**src/hw/rtl/lcr_pkg.sv**
```systemverilog
// shared types and constants for the load cell adc serial reader
package lcr_pkg;

    typedef struct packed {
        logic [1:0] action;
        logic       dout_level;
    } t_in;

    typedef struct packed {
        logic               sck_level;
        logic               result_valid;
        logic signed [23:0] raw_value;
        logic signed [31:0] weight_value;
        logic               timed_out;
        logic               busy_res;
    } t_out;

    typedef struct packed {
        logic [1:0]         gain_pulses;
        logic [19:0]        timeout_ticks;
        logic [7:0]         half_period_ticks;
        logic signed [31:0] scale_reciprocal;
    } t_cfg;

    typedef struct packed {
        logic               sck;
        logic               done;
        logic               tmo;
        logic               busy;
        logic signed [23:0] raw;
    } t_flags;

    localparam logic [1:0] ACT_TICK       = 2'd0;
    localparam logic [1:0] ACT_READ       = 2'd1;
    localparam logic [1:0] ACT_TARE       = 2'd2;
    localparam logic [1:0] ACT_POWER_DOWN = 2'd3;

    localparam logic [1:0] REG_GAIN_PULSES   = 2'd0;
    localparam logic [1:0] REG_TIMEOUT_TICKS = 2'd1;
    localparam logic [1:0] REG_HALF_PERIOD   = 2'd2;
    localparam logic [1:0] REG_SCALE_RECIP   = 2'd3;

    localparam logic [1:0]         RST_GAIN_PULSES   = 2'd1;
    localparam logic [19:0]        RST_TIMEOUT_TICKS = 20'd100000;
    localparam logic [7:0]         RST_HALF_PERIOD   = 8'd1;
    localparam logic signed [31:0] RST_SCALE_RECIP   = 32'sd65536;

    localparam logic signed [31:0] WEIGHT_MAX = 32'sh7FFF_FFFF;
    localparam logic signed [31:0] WEIGHT_MIN = 32'sh8000_0000;

endpackage

```
**src/hw/rtl/lcr_regs.sv**
```systemverilog
// configuration registers
module lcr_regs import lcr_pkg::*; (
    input  logic        i_clk,
    input  logic        i_rst_n,
    input  logic        i_cfg_we,
    input  logic [1:0]  i_cfg_idx,
    input  logic [31:0] i_cfg_data,
    output t_cfg        o_cfg
);

    t_cfg r_cfg;

    always_ff @(posedge i_clk) begin
        if (!i_rst_n) begin
            r_cfg.gain_pulses       <= RST_GAIN_PULSES;
            r_cfg.timeout_ticks     <= RST_TIMEOUT_TICKS;
            r_cfg.half_period_ticks <= RST_HALF_PERIOD;
            r_cfg.scale_reciprocal  <= RST_SCALE_RECIP;
        end else if (i_cfg_we) begin
            unique case (i_cfg_idx)
                REG_GAIN_PULSES:   r_cfg.gain_pulses       <= i_cfg_data[1:0];
                REG_TIMEOUT_TICKS: r_cfg.timeout_ticks     <= i_cfg_data[19:0];
                REG_HALF_PERIOD:   r_cfg.half_period_ticks <= i_cfg_data[7:0];
                REG_SCALE_RECIP:   r_cfg.scale_reciprocal  <= signed'(i_cfg_data);
                default:           r_cfg                   <= r_cfg;
            endcase
        end
    end

    assign o_cfg = r_cfg;

endmodule

```
**src/hw/rtl/lcr_ctrl.sv**
```systemverilog
// pin sequencer: wait for ready, clock data and gain pulses, tare offset
module lcr_ctrl import lcr_pkg::*; #(
    parameter int DATA_BITS = 24
) (
    input  logic                 i_clk,
    input  logic                 i_rst_n,
    input  logic                 i_accept,
    input  logic                 i_en,
    input  t_in                  i_item,
    input  t_cfg                 i_cfg,
    output t_flags               o_flags,
    output logic signed [DATA_BITS:0] o_diff
);

    localparam int CW = $clog2(DATA_BITS + 4);

    typedef enum logic [3:0] {
        PH_IDLE = 4'b0001,
        PH_WAIT = 4'b0010,
        PH_HIGH = 4'b0100,
        PH_LOW  = 4'b1000
    } t_phase;

    t_phase                      r_phase, n_phase;
    logic [CW-1:0]               r_bit_count, n_bit_count;
    logic [DATA_BITS-1:0]        r_shift, n_shift;
    logic [19:0]                 r_wait, n_wait;
    logic [7:0]                  r_half, n_half;
    logic signed [DATA_BITS-1:0] r_offset, n_offset;
    logic                        r_tare, n_tare;
    logic                        r_clk, n_clk;
    t_flags                      r_flags, n_flags;
    logic signed [DATA_BITS:0]   r_diff, n_diff;

    logic [7:0]                  hp;
    logic [8:0]                  half_inc;
    logic                        half_hit;
    logic [CW-1:0]               bit_inc;
    logic [CW-1:0]               bit_limit;
    logic [19:0]                 wait_inc;
    logic                        done;
    logic                        tmo;
    logic signed [DATA_BITS-1:0] raw;
    logic signed [31:0]          raw32;

    assign hp        = (i_cfg.half_period_ticks == 8'd0) ? 8'd1 : i_cfg.half_period_ticks;
    assign half_inc  = {1'b0, r_half} + 9'd1;
    assign half_hit  = half_inc >= {1'b0, hp};
    assign bit_inc   = r_bit_count + CW'(1);
    assign bit_limit = CW'(DATA_BITS) + CW'(i_cfg.gain_pulses);
    assign wait_inc  = r_wait + 20'd1;

    always_comb begin
        n_phase     = r_phase;
        n_bit_count = r_bit_count;
        n_shift     = r_shift;
        n_wait      = r_wait;
        n_half      = r_half;
        n_offset    = r_offset;
        n_tare      = r_tare;
        n_clk       = r_clk;
        done        = 1'b0;
        tmo         = 1'b0;
        raw         = '0;
        unique case (r_phase)
            PH_IDLE: begin
                if (i_item.action == ACT_READ || i_item.action == ACT_TARE) begin
                    n_phase = PH_WAIT;
                    n_wait  = '0;
                    n_tare  = (i_item.action == ACT_TARE);
                    n_clk   = 1'b0;
                end else if (i_item.action == ACT_POWER_DOWN) begin
                    n_clk = 1'b1;
                end
            end
            PH_WAIT: begin
                if (!i_item.dout_level) begin
                    n_phase     = PH_HIGH;
                    n_bit_count = '0;
                    n_shift     = '0;
                    n_half      = '0;
                    n_clk       = 1'b1;
                end else begin
                    n_wait = wait_inc;
                    if (wait_inc >= i_cfg.timeout_ticks) begin
                        done = 1'b1;
                        tmo  = 1'b1;
                    end
                end
            end
            PH_HIGH: begin
                n_half = half_inc[7:0];
                if (half_hit) begin
                    if (r_bit_count < CW'(DATA_BITS)) begin
                        n_shift = {r_shift[DATA_BITS-2:0], i_item.dout_level};
                    end
                    n_half  = '0;
                    n_clk   = 1'b0;
                    n_phase = PH_LOW;
                end
            end
            PH_LOW: begin
                n_half = half_inc[7:0];
                if (half_hit) begin
                    n_half      = '0;
                    n_bit_count = bit_inc;
                    if (bit_inc < bit_limit) begin
                        n_clk   = 1'b1;
                        n_phase = PH_HIGH;
                    end else begin
                        done = 1'b1;
                        raw  = signed'(r_shift);
                    end
                end
            end
            default: begin
                n_phase = PH_IDLE;
            end
        endcase
        if (done) begin
            n_phase = PH_IDLE;
            n_clk   = 1'b0;
            if (r_tare) begin
                n_offset = raw;
            end
            n_tare = 1'b0;
        end
    end

    assign raw32 = 32'(raw);

    always_comb begin
        n_flags.sck  = n_clk;
        n_flags.done = done;
        n_flags.tmo  = tmo;
        n_flags.busy = (n_phase != PH_IDLE);
        n_flags.raw  = signed'(raw32[23:0]);
        n_diff       = r_tare ? '0 : ((DATA_BITS + 1)'(raw) - (DATA_BITS + 1)'(r_offset));
    end

    always_ff @(posedge i_clk) begin
        if (!i_rst_n) begin
            r_phase     <= PH_IDLE;
            r_bit_count <= '0;
            r_shift     <= '0;
            r_wait      <= '0;
            r_half      <= '0;
            r_offset    <= '0;
            r_tare      <= 1'b0;
            r_clk       <= 1'b0;
        end else if (i_accept) begin
            r_phase     <= n_phase;
            r_bit_count <= n_bit_count;
            r_shift     <= n_shift;
            r_wait      <= n_wait;
            r_half      <= n_half;
            r_offset    <= n_offset;
            r_tare      <= n_tare;
            r_clk       <= n_clk;
        end
    end

    always_ff @(posedge i_clk) begin
        if (i_en) begin
            r_flags <= n_flags;
            r_diff  <= n_diff;
        end
    end

    assign o_flags = r_flags;
    assign o_diff  = r_diff;

endmodule

```
**src/hw/rtl/lcr_scale.sv**
```systemverilog
// weight scaling: split multiply, floor shift by 16, saturate
module lcr_scale import lcr_pkg::*; #(
    parameter int DATA_BITS = 24
) (
    input  logic                      i_clk,
    input  logic                      i_en,
    input  t_flags                    i_flags,
    input  logic signed [DATA_BITS:0] i_diff,
    input  logic signed [31:0]        i_scale,
    output t_out                      o_data
);

    logic signed [32:0] d33;
    logic signed [16:0] lo;
    logic signed [16:0] hi;
    logic signed [48:0] n_plo, r_plo;
    logic signed [48:0] n_phi, r_phi;
    t_flags             r_flags;
    logic signed [49:0] q;
    logic signed [31:0] sat;
    t_out               n_out, r_out;

    assign d33   = 33'(i_diff);
    assign lo    = signed'({1'b0, d33[15:0]});
    assign hi    = signed'(d33[32:16]);
    assign n_plo = 49'(lo) * 49'(i_scale);
    assign n_phi = 49'(hi) * 49'(i_scale);

    always_ff @(posedge i_clk) begin
        if (i_en) begin
            r_flags <= i_flags;
            r_plo   <= n_plo;
            r_phi   <= n_phi;
        end
    end

    assign q = 50'(r_phi) + 50'(r_plo >>> 16);

    always_comb begin
        priority if (q > 50'(WEIGHT_MAX)) begin
            sat = WEIGHT_MAX;
        end else if (q < 50'(WEIGHT_MIN)) begin
            sat = WEIGHT_MIN;
        end else begin
            sat = q[31:0];
        end
        n_out.sck_level    = r_flags.sck;
        n_out.result_valid = r_flags.done;
        n_out.raw_value    = r_flags.raw;
        n_out.weight_value = r_flags.done ? sat : '0;
        n_out.timed_out    = r_flags.tmo;
        n_out.busy_res     = r_flags.busy;
    end

    always_ff @(posedge i_clk) begin
        if (i_en) begin
            r_out <= n_out;
        end
    end

    assign o_data = r_out;

endmodule

```
**src/hw/rtl/load_cell_adc_serial_reader.sv**
```systemverilog
// load cell adc serial reader top level
// each accepted tick passes the sequencer, multiply and saturate registers in turn to its result
// throughput: one tick per cycle while the output is not stalled; state advances once per tick
// the pipeline stalls as a whole only while a result waits on the output
// reset: synchronous active low; sequencer idle, clock low, tare offset zero,
// configuration back to defaults; no clearing pass
module load_cell_adc_serial_reader import lcr_pkg::*; #(
    parameter int DATA_BITS = 24
) (
    input  logic        i_clk,
    input  logic        i_rst_n,
    input  logic        i_valid,
    output logic        o_ready,
    input  t_in         i_data,
    output logic        o_valid,
    input  logic        i_ready,
    output t_out        o_data,
    input  logic        i_cfg_we,
    input  logic [1:0]  i_cfg_idx,
    input  logic [31:0] i_cfg_data
);

    t_cfg                      cfg;
    t_flags                    flags;
    logic signed [DATA_BITS:0] diff;
    logic                      en;
    logic                      accept;
    logic                      r_v1, r_v2, r_v3;

    assign en      = !r_v3 || i_ready;
    assign accept  = i_valid && en;
    assign o_ready = en;
    assign o_valid = r_v3;

    always_ff @(posedge i_clk) begin
        if (!i_rst_n) begin
            r_v1 <= 1'b0;
            r_v2 <= 1'b0;
            r_v3 <= 1'b0;
        end else if (en) begin
            r_v1 <= accept;
            r_v2 <= r_v1;
            r_v3 <= r_v2;
        end
    end

    lcr_regs u_regs (
        .i_clk      (i_clk),
        .i_rst_n    (i_rst_n),
        .i_cfg_we   (i_cfg_we),
        .i_cfg_idx  (i_cfg_idx),
        .i_cfg_data (i_cfg_data),
        .o_cfg      (cfg)
    );

    lcr_ctrl #(.DATA_BITS(DATA_BITS)) u_ctrl (
        .i_clk    (i_clk),
        .i_rst_n  (i_rst_n),
        .i_accept (accept),
        .i_en     (en),
        .i_item   (i_data),
        .i_cfg    (cfg),
        .o_flags  (flags),
        .o_diff   (diff)
    );

    lcr_scale #(.DATA_BITS(DATA_BITS)) u_scale (
        .i_clk   (i_clk),
        .i_en    (en),
        .i_flags (flags),
        .i_diff  (diff),
        .i_scale (cfg.scale_reciprocal),
        .o_data  (o_data)
    );

    a_tmo_done: assert property (@(posedge i_clk) disable iff (!i_rst_n)
        o_valid && o_data.timed_out |-> o_data.result_valid && o_data.raw_value == 24'sd0)
        else $error("timeout without completion or with nonzero raw");

    a_done_idle: assert property (@(posedge i_clk) disable iff (!i_rst_n)
        o_valid && o_data.result_valid |-> !o_data.busy_res && !o_data.sck_level)
        else $error("completion while busy or clock high");

    a_idle_zero: assert property (@(posedge i_clk) disable iff (!i_rst_n)
        o_valid && !o_data.result_valid |->
            o_data.raw_value == 24'sd0 && o_data.weight_value == 32'sd0)
        else $error("payload set without completion");

    a_pipe_fill: assert property (@(posedge i_clk) disable iff (!i_rst_n)
        o_valid |-> $past(r_v2) || $past(r_v3))
        else $error("result without an accepted tick");

endmodule

```
**config.mk**
```make
export PLATFORM = sky130hd
export DESIGN_NAME = load_cell_adc_serial_reader
export DESIGN_NICKNAME = d
export VERILOG_FILES = /design/src/hw/rtl/lcr_pkg.sv /design/src/hw/rtl/lcr_regs.sv /design/src/hw/rtl/lcr_ctrl.sv /design/src/hw/rtl/lcr_scale.sv /design/src/hw/rtl/load_cell_adc_serial_reader.sv
export SDC_FILE = /design/constraint.sdc
export NUM_CORES = 2
export LEC_CHECK = 0
export ABC_AREA = 1
export BUFFER_PORTS_ARGS = -buffer_cell sky130_fd_sc_hd__buf_2
export CAP_MARGIN = 20
export CORE_AREA = 2 2 341 343
export CTS_BUF_LIST = sky130_fd_sc_hd__clkbuf_2 sky130_fd_sc_hd__clkbuf_4 sky130_fd_sc_hd__clkbuf_8
export DETAILED_ROUTE_END_ITERATION = 8
export DIE_AREA = 0 0 343 345
export SKIP_LAST_GASP = 1
export SYNTH_ARGS = -nofsm -noshare
export SYNTH_HDL_FRONTEND = slang
export SYNTH_HIERARCHICAL = 1
export SYNTH_SLANG_ARGS = --single-unit
```
**constraint.sdc**
```tcl
create_clock -name i_clk -period 6.5 [get_ports i_clk]
set_clock_uncertainty 0.05 [all_clocks]
set_input_delay 0.65 -clock i_clk [delete_from_list [all_inputs] [get_ports i_clk]]
set_output_delay 0.65 -clock i_clk [all_outputs]
set_load 0.05 [all_outputs]
```
; ---- Yosys cells after proc, flatten, opt, wreduce, memory -nomap -nowiden
; Cells that the tools add are included.
[totals]
wordCells = 133
inputBits = 42
output_inout_bits = 62
reg_bits = 383
[op_classes]
bitwise_logic = 1
n_mul = 2
addsub = 6
n_mux = 42
n_reduce_logical = 24
n_lt_le_gt_ge = 6
n_eq_ne = 17
[op_table]
columns = op, n
row1 = two-way mux 24 bit, 6
row2 = "greater-than comparator 50 x 32 -> 1 bit, second input constant", 1
row3 = "< comparator 50 x 32 -> 1 bit, second input constant", 1
row4 = multiplier 17 x 32 -> 49 bit, 1
row5 = case mux 24 bit (2 select lines), 1
row6 = adder 41 x 33 -> 42 bit, 1
row7 = multiplier 9 x 32 -> 41 bit, 1
row8 = two-way mux 20 bit, 2
row9 = case mux 20 bit (2 select lines), 1
row10 = two-way mux 32 bit, 1
row11 = two-way mux 31 bit, 1
row12 = subtractor 24 x 24 -> 25 bit, 1
row13 = two-way mux 4 bit, 6
row14 = two-way mux 8 bit, 3
row15 = "adder 20 x 1 -> 20 bit, second input constant", 1
row16 = >= comparator 20 bit, 1
row17 = case mux 4 bit (4 select lines), 1
row18 = case mux 8 bit (2 select lines), 1
row19 = two-way mux 1 bit, 14
row20 = nonzero test 2 bit, 6
row21 = two-way mux 5 bit, 2
row22 = case mux 5 bit (2 select lines), 1
row23 = "adder 8 x 1 -> 9 bit, second input constant", 1
row24 = >= comparator 9 x 8 -> 1 bit, 1
row25 = 26 further kinds, 42

; ---- Logic depth before layout (Yosys ltp)
[depth]
ltp_word = 7
depth_mapped = 28
mapped_depth_nobuf = 26

; ---- Modules after synthesis
; The synthesis kept the hierarchy.
[modules_own_cells]
columns = mod, area_each_um2, cells_per_inst, instances, seq_area_each_um2
row1 = lcr_scale, 37031.8, 4690, 1, 4864.7
row2 = lcr_ctrl, 8056.5, 1054, 1, 3333.2
row3 = lcr_regs, 2561.2, 383, 1, 1241.2
row4 = load_cell_adc_serial_reader, 116.4, 15, 1, 60.1

; ---- Least setup slack after synthesis
; OpenSTA, ideal clock, no wires.
[synth_timing]
kind = reg2reg
from = reg u_regs.r_cfg (netlist bit u_regs/o_cfg[14])
to = reg u_scale.r_plo[43], data pin
synth_period_minus_slack_ns = 6.049
setup_ns = 0.260
required_time_ns = 6.190
t_arrival_ns = 5.739
n_path_buf = 2
slack_ns = 0.451
stages_incl_launch_ff = 25
cell_sequence = dfxtp_1 > clkbuf_1 > clkbuf_1 > nand2_1 > fa_1 > inv_1 > fa_1 > fa_1 > fa_1 > fa_1 > inv_1 > fa_1 > inv_1 > ha_1 > nand2_1 > nor2_1 > inv_1 > nor2_1 > inv_1 > nor4_1 > a21oi_1 > o21ai_0 > nand2_1 > nand2_1 > xor2_1
[synth_via]
elab_chain_cells = 1
[synth_lines]
columns = element, line
row1 = start: declaration, lcr_regs.sv:11  ; t_cfg r_cfg;
row2 = start signal: assignment, lcr_regs.sv:25  ; default: r_cfg <= r_cfg;
row3 = multiplier 17 x 32 -> 49 bit, lcr_scale.sv:26  ; assign n_plo = 49'(lo) * 49'(i_scale);
row4 = named net u_scale.n_plo[43], lcr_scale.sv:16  ; logic signed [48:0] n_plo, r_plo;
row5 = end signal: assignment, lcr_scale.sv:32  ; r_plo <= n_plo;
row6 = end: declaration, lcr_scale.sv:16
; The timed path passes the listed nets, and every way through them passes these cells.
; A chain may end at the register's enable or synchronous reset.

; ---- Worst setup path after layout
[layout_timing]
from = reg u_ctrl.r_diff[3] (netlist: u_ctrl/o_diff[3])
to = reg u_scale.r_plo[45], data pin
[layout_via]
elab_chain_cells = 1
[layout_lines]
columns = element, line
row1 = start: declaration, lcr_ctrl.sv:33  ; logic signed [DATA_BITS:0] r_diff, n_diff;
row2 = start signal: assignment, lcr_ctrl.sv:166  ; r_diff <= n_diff;
row3 = multiplier 17 x 32 -> 49 bit, lcr_scale.sv:26
row4 = named net u_scale.n_plo[45], lcr_scale.sv:16
; The timed path passes the listed nets, and every way through them passes these cells.

==> metrics.txt <==
maximum number of pins on one net before global-route repair=141; setup violators final=0; min-delay worst type=input pin to register; synthesized area per cell=7.78 sq um; gate count of the mapped netlist=6,142; post-route DRC violation count=0; clock sink count=367; area grow syn2layout=9.64%; cell with the most instances after synthesis=sky130_fd_sc_hd__inv_1; initial DRC count=2,461; routed wire length=125,000 um; minimum setup slack after placement=-22.1 ps; Max-cap violations=0; share of Yosys cell area claimed by the top area cell type=30.2%; antenna violations before repair=3; number of flops mapped to enable cells by yosys=215; WP data arrival=6830 ps; Hold Slack=137 ps; aggregate negative setup slack=0 ps; placement-stage cell area=50,500 sq um; critical path type=register to register; critical path startpoint category=register; height of the die=345 um; Starting Density=41.5%; IO Count=104; worst-margin pin slew=1050 ps; main area contributors after synthesis=sky130_fd_sc_hd__fa_1 (30%), sky130_fd_sc_hd__edfxtp_1 (14%), sky130_fd_sc_hd__inv_1 (13%); maximum fanout count along the critical path=8; hold bufs inserted after CTS=0; Die ar.=118,000 sq um; average via count per standard cell=4.81; fin crit share=98.7%; Data required, critical path=6910 ps; share of layout cells above drive strength 1=7.70%; reg2reg start=u_ctrl/o_diff[3]; most frequently used flop master after synthesis=sky130_fd_sc_hd__edfxtp_1; wire length per cell=15.9 um; clock tree from TritonCTS=done; Clock H-tree levels=3; startpoint of the worst setup timing path=u_ctrl/o_diff[3]; YS warnings=6; core occupancy in the finished layout=45.5%; die extent in x=343 um; ANT nets after route=0; vias after detailed routing=37,800; global-route usage over all layers=21.4%; areal power density over the cells=122 nW/um^2; run status=finished, final reports clean; Overflow after GRT=0; end of the worst hold path=u_regs/o_cfg[49]; count of nets after finishing=7,326; Clk Tree Root Cell=sky130_fd_sc_hd__clkbuf_8; design area=52,400 sq um; via count of the first global-routing pass=39,100; VDD IR-drop max=174 uV; relative slew slack=30.0%; number of stages on the worst hold path=3; part of the Yosys area used for sequential elements=19.9%; core outline area=115,000 sq um; site row count=125; worst reg2reg path depth=21; latest clock arrival within the worst-skew pair=730 ps; total iterations of the first detailed-routing run=5; minimum clock period after layout=6410 ps; startpoint of the worst hold path=i_cfg_data[9]; post-CTS clock slew at the launch and capture registers of the worst setup and hold paths=60 ps; Post-Synthesis Cell Area=47,800 sq um; largest area contributor in the netlist=sky130_fd_sc_hd__fa_1; type of destination of the critical path=register; library cells used by synthesis=54; Achievable Freq=156 MHz; Final WS setup=87.6 ps; Clock Path Buffers=3; detailed placement HPWL=102,000 um; register-to-register path setup slack=90 ps; share of synthesized flip-flops with an asynchronous set or reset=0%; setup repair after global routing missed its margin=true; worst flop-to-flop path endpoint=u_scale/r_plo[45]; leakage power of the design=30.2 nW; final hold viol count=0; count of pins over their slew limit=0; first-pass GRT wire length=203,000 um; count of buffers from port buffering=103; flops & latches, synth=367; final weighted congestion in routability-driven placement=0.967; post-synth net total=7,202; most common library cells after synthesis=sky130_fd_sc_hd__inv_1 (1,614), sky130_fd_sc_hd__nand2_1 (1,563), sky130_fd_sc_hd__fa_1 (720); number of buffers added by the clock tree synthesis step=72
## through the flow
stage          power (W)  instances
3_5_place_dp     0.00380       7698
2_1_floorplan    0.00344       6142
6_report         0.00641       7848
3_3_place_gp     0.00379       7698
5_1_grt          0.00673       7848
4_1_cts          0.00650       7832
## worst max-delay path, cell delays in order (launching register included)
cell,delay (ps)
sky130_fd_sc_hd__edfxtp_1,430
sky130_fd_sc_hd__buf_4,180
sky130_fd_sc_hd__buf_4,170
sky130_fd_sc_hd__nand2_1,160
sky130_fd_sc_hd__fa_1,500
sky130_fd_sc_hd__fa_1,600
sky130_fd_sc_hd__clkinvlp_4,190
sky130_fd_sc_hd__buf_4,200
sky130_fd_sc_hd__fa_1,460
sky130_fd_sc_hd__fa_1,510
sky130_fd_sc_hd__fa_1,500
sky130_fd_sc_hd__inv_1,50
sky130_fd_sc_hd__fa_1,470
sky130_fd_sc_hd__inv_1,40
sky130_fd_sc_hd__ha_1,310
sky130_fd_sc_hd__nand2_1,100
sky130_fd_sc_hd__nor2_1,170
sky130_fd_sc_hd__inv_1,120
sky130_fd_sc_hd__nor4_2,440
sky130_fd_sc_hd__o21ai_0,270
sky130_fd_sc_hd__nand3_1,160
sky130_fd_sc_hd__xor2_1,70
## logic make-up after synthesis
logic type	count (synthesis)	share of synthesized area (%)
AO/OA/AOI/OAI	481	5.63
XOR/XNOR	136	2.51
adder cells (fa/ha/maj)	1018	38.0
buffers and inverters	1845	14.7
flip-flops	367	19.9
AND/OR/NAND/NOR	2295	19.3
## final cells by class
class                           instances  area [sq um]
Sequential cell                       367          9510
Clock inverter                         27           365
Multi-Input combinational cell       3930         31300
Inverter                             1621          6090
Antenna cell                            1          2.50
Tap cell                             1524          1910
Clock buffer                          104          1260
Fill cell                           11600         62700
Timing Repair Buffer                  274          1940
## registers in the layout, summed over array words and instances, names as in the netlist
name and flops:
o_valid 1, r_v1 1, r_v2 1, u_ctrl/o_diff 25
u_ctrl/o_flags 28, u_ctrl/r_bit_count 5, u_ctrl/r_clk 1, u_ctrl/r_half 8
u_ctrl/r_offset 24, u_ctrl/r_phase 4, u_ctrl/r_shift 24, u_ctrl/r_tare 1
u_ctrl/r_wait 20, u_regs/o_cfg 62, u_scale/n_out 28, u_scale/o_data 60
u_scale/r_phi 41, u_scale/r_plo 33
## placed cells by master (no fill, tap or decap), drive strengths merged, types with 2 or more instances in the layout
master / netlist / routed
nor3b: 3 / 3
nand2: 1575 / 1575
nand4: 27 / 27
a21o: 16 / 16
nand3: 158 / 158
o21bai: 13 / 13
nor2: 466 / 466
o211ai: 5 / 5
and2: 4 / 4
a211oi: 4 / 4
edfxtp: 215 / 215
ha: 298 / 298
a21boi: 3 / 3
o21ai: 115 / 115
or2: 22 / 22
a21oi: 237 / 237
fa: 720 / 720
bufinv: 0 / 6
buf: 37 / 273
clkinvlp: 0 / 4
clkinv: 1 / 16
a22oi: 22 / 22
clkbuf: 187 / 105
xor2: 85 / 85
xnor2: 51 / 51
nor3: 28 / 28
o2111ai: 2 / 2
o221ai: 3 / 3
o21a: 14 / 14
and3: 2 / 2
nor4: 8 / 8
dfxtp: 152 / 152
a31oi: 42 / 42
inv: 1620 / 1622
## power breakdown
group | switching (W) | internal [W]
registers | 0.0000927 | 0.00258
logic | 0.000750 | 0.000339
clock network | 0.00113 | 0.00151
total | 0.00198 | 0.00444
## routing by layer
layer / routed length [um] / global-route usage (%) / vias to the layer above
li1: - / - / 18300
met1: 55300 / 28.7 / 18300
met2: 60000 / 36.2 / 983
met3: 6420 / 2.76 / 211
met4: 3210 / 5.69 / 2
met5: 13 / 0 / -
## how the worst max path moves through the flow
stage | to | slack [ps] | cells after the start
after global routing | u_scale/r_plo[45] | -50 | 21
after floorplan | u_scale/r_plo[43] | 450 | 24
final | u_scale/r_plo[45] | 90 | 21
after global placement | u_scale/r_plo[45] | 8 | 19
after detailed placement | u_scale/r_plo[45] | -20 | 19
after CTS | u_scale/r_plo[45] | 30 | 19
## timing repair
item                       4_1_cts  5_1_grt
setup buffers                    3       15
setup endpoints to repair        1       24
resized for setup                1       22
Power figures use the tool's default switching activity.
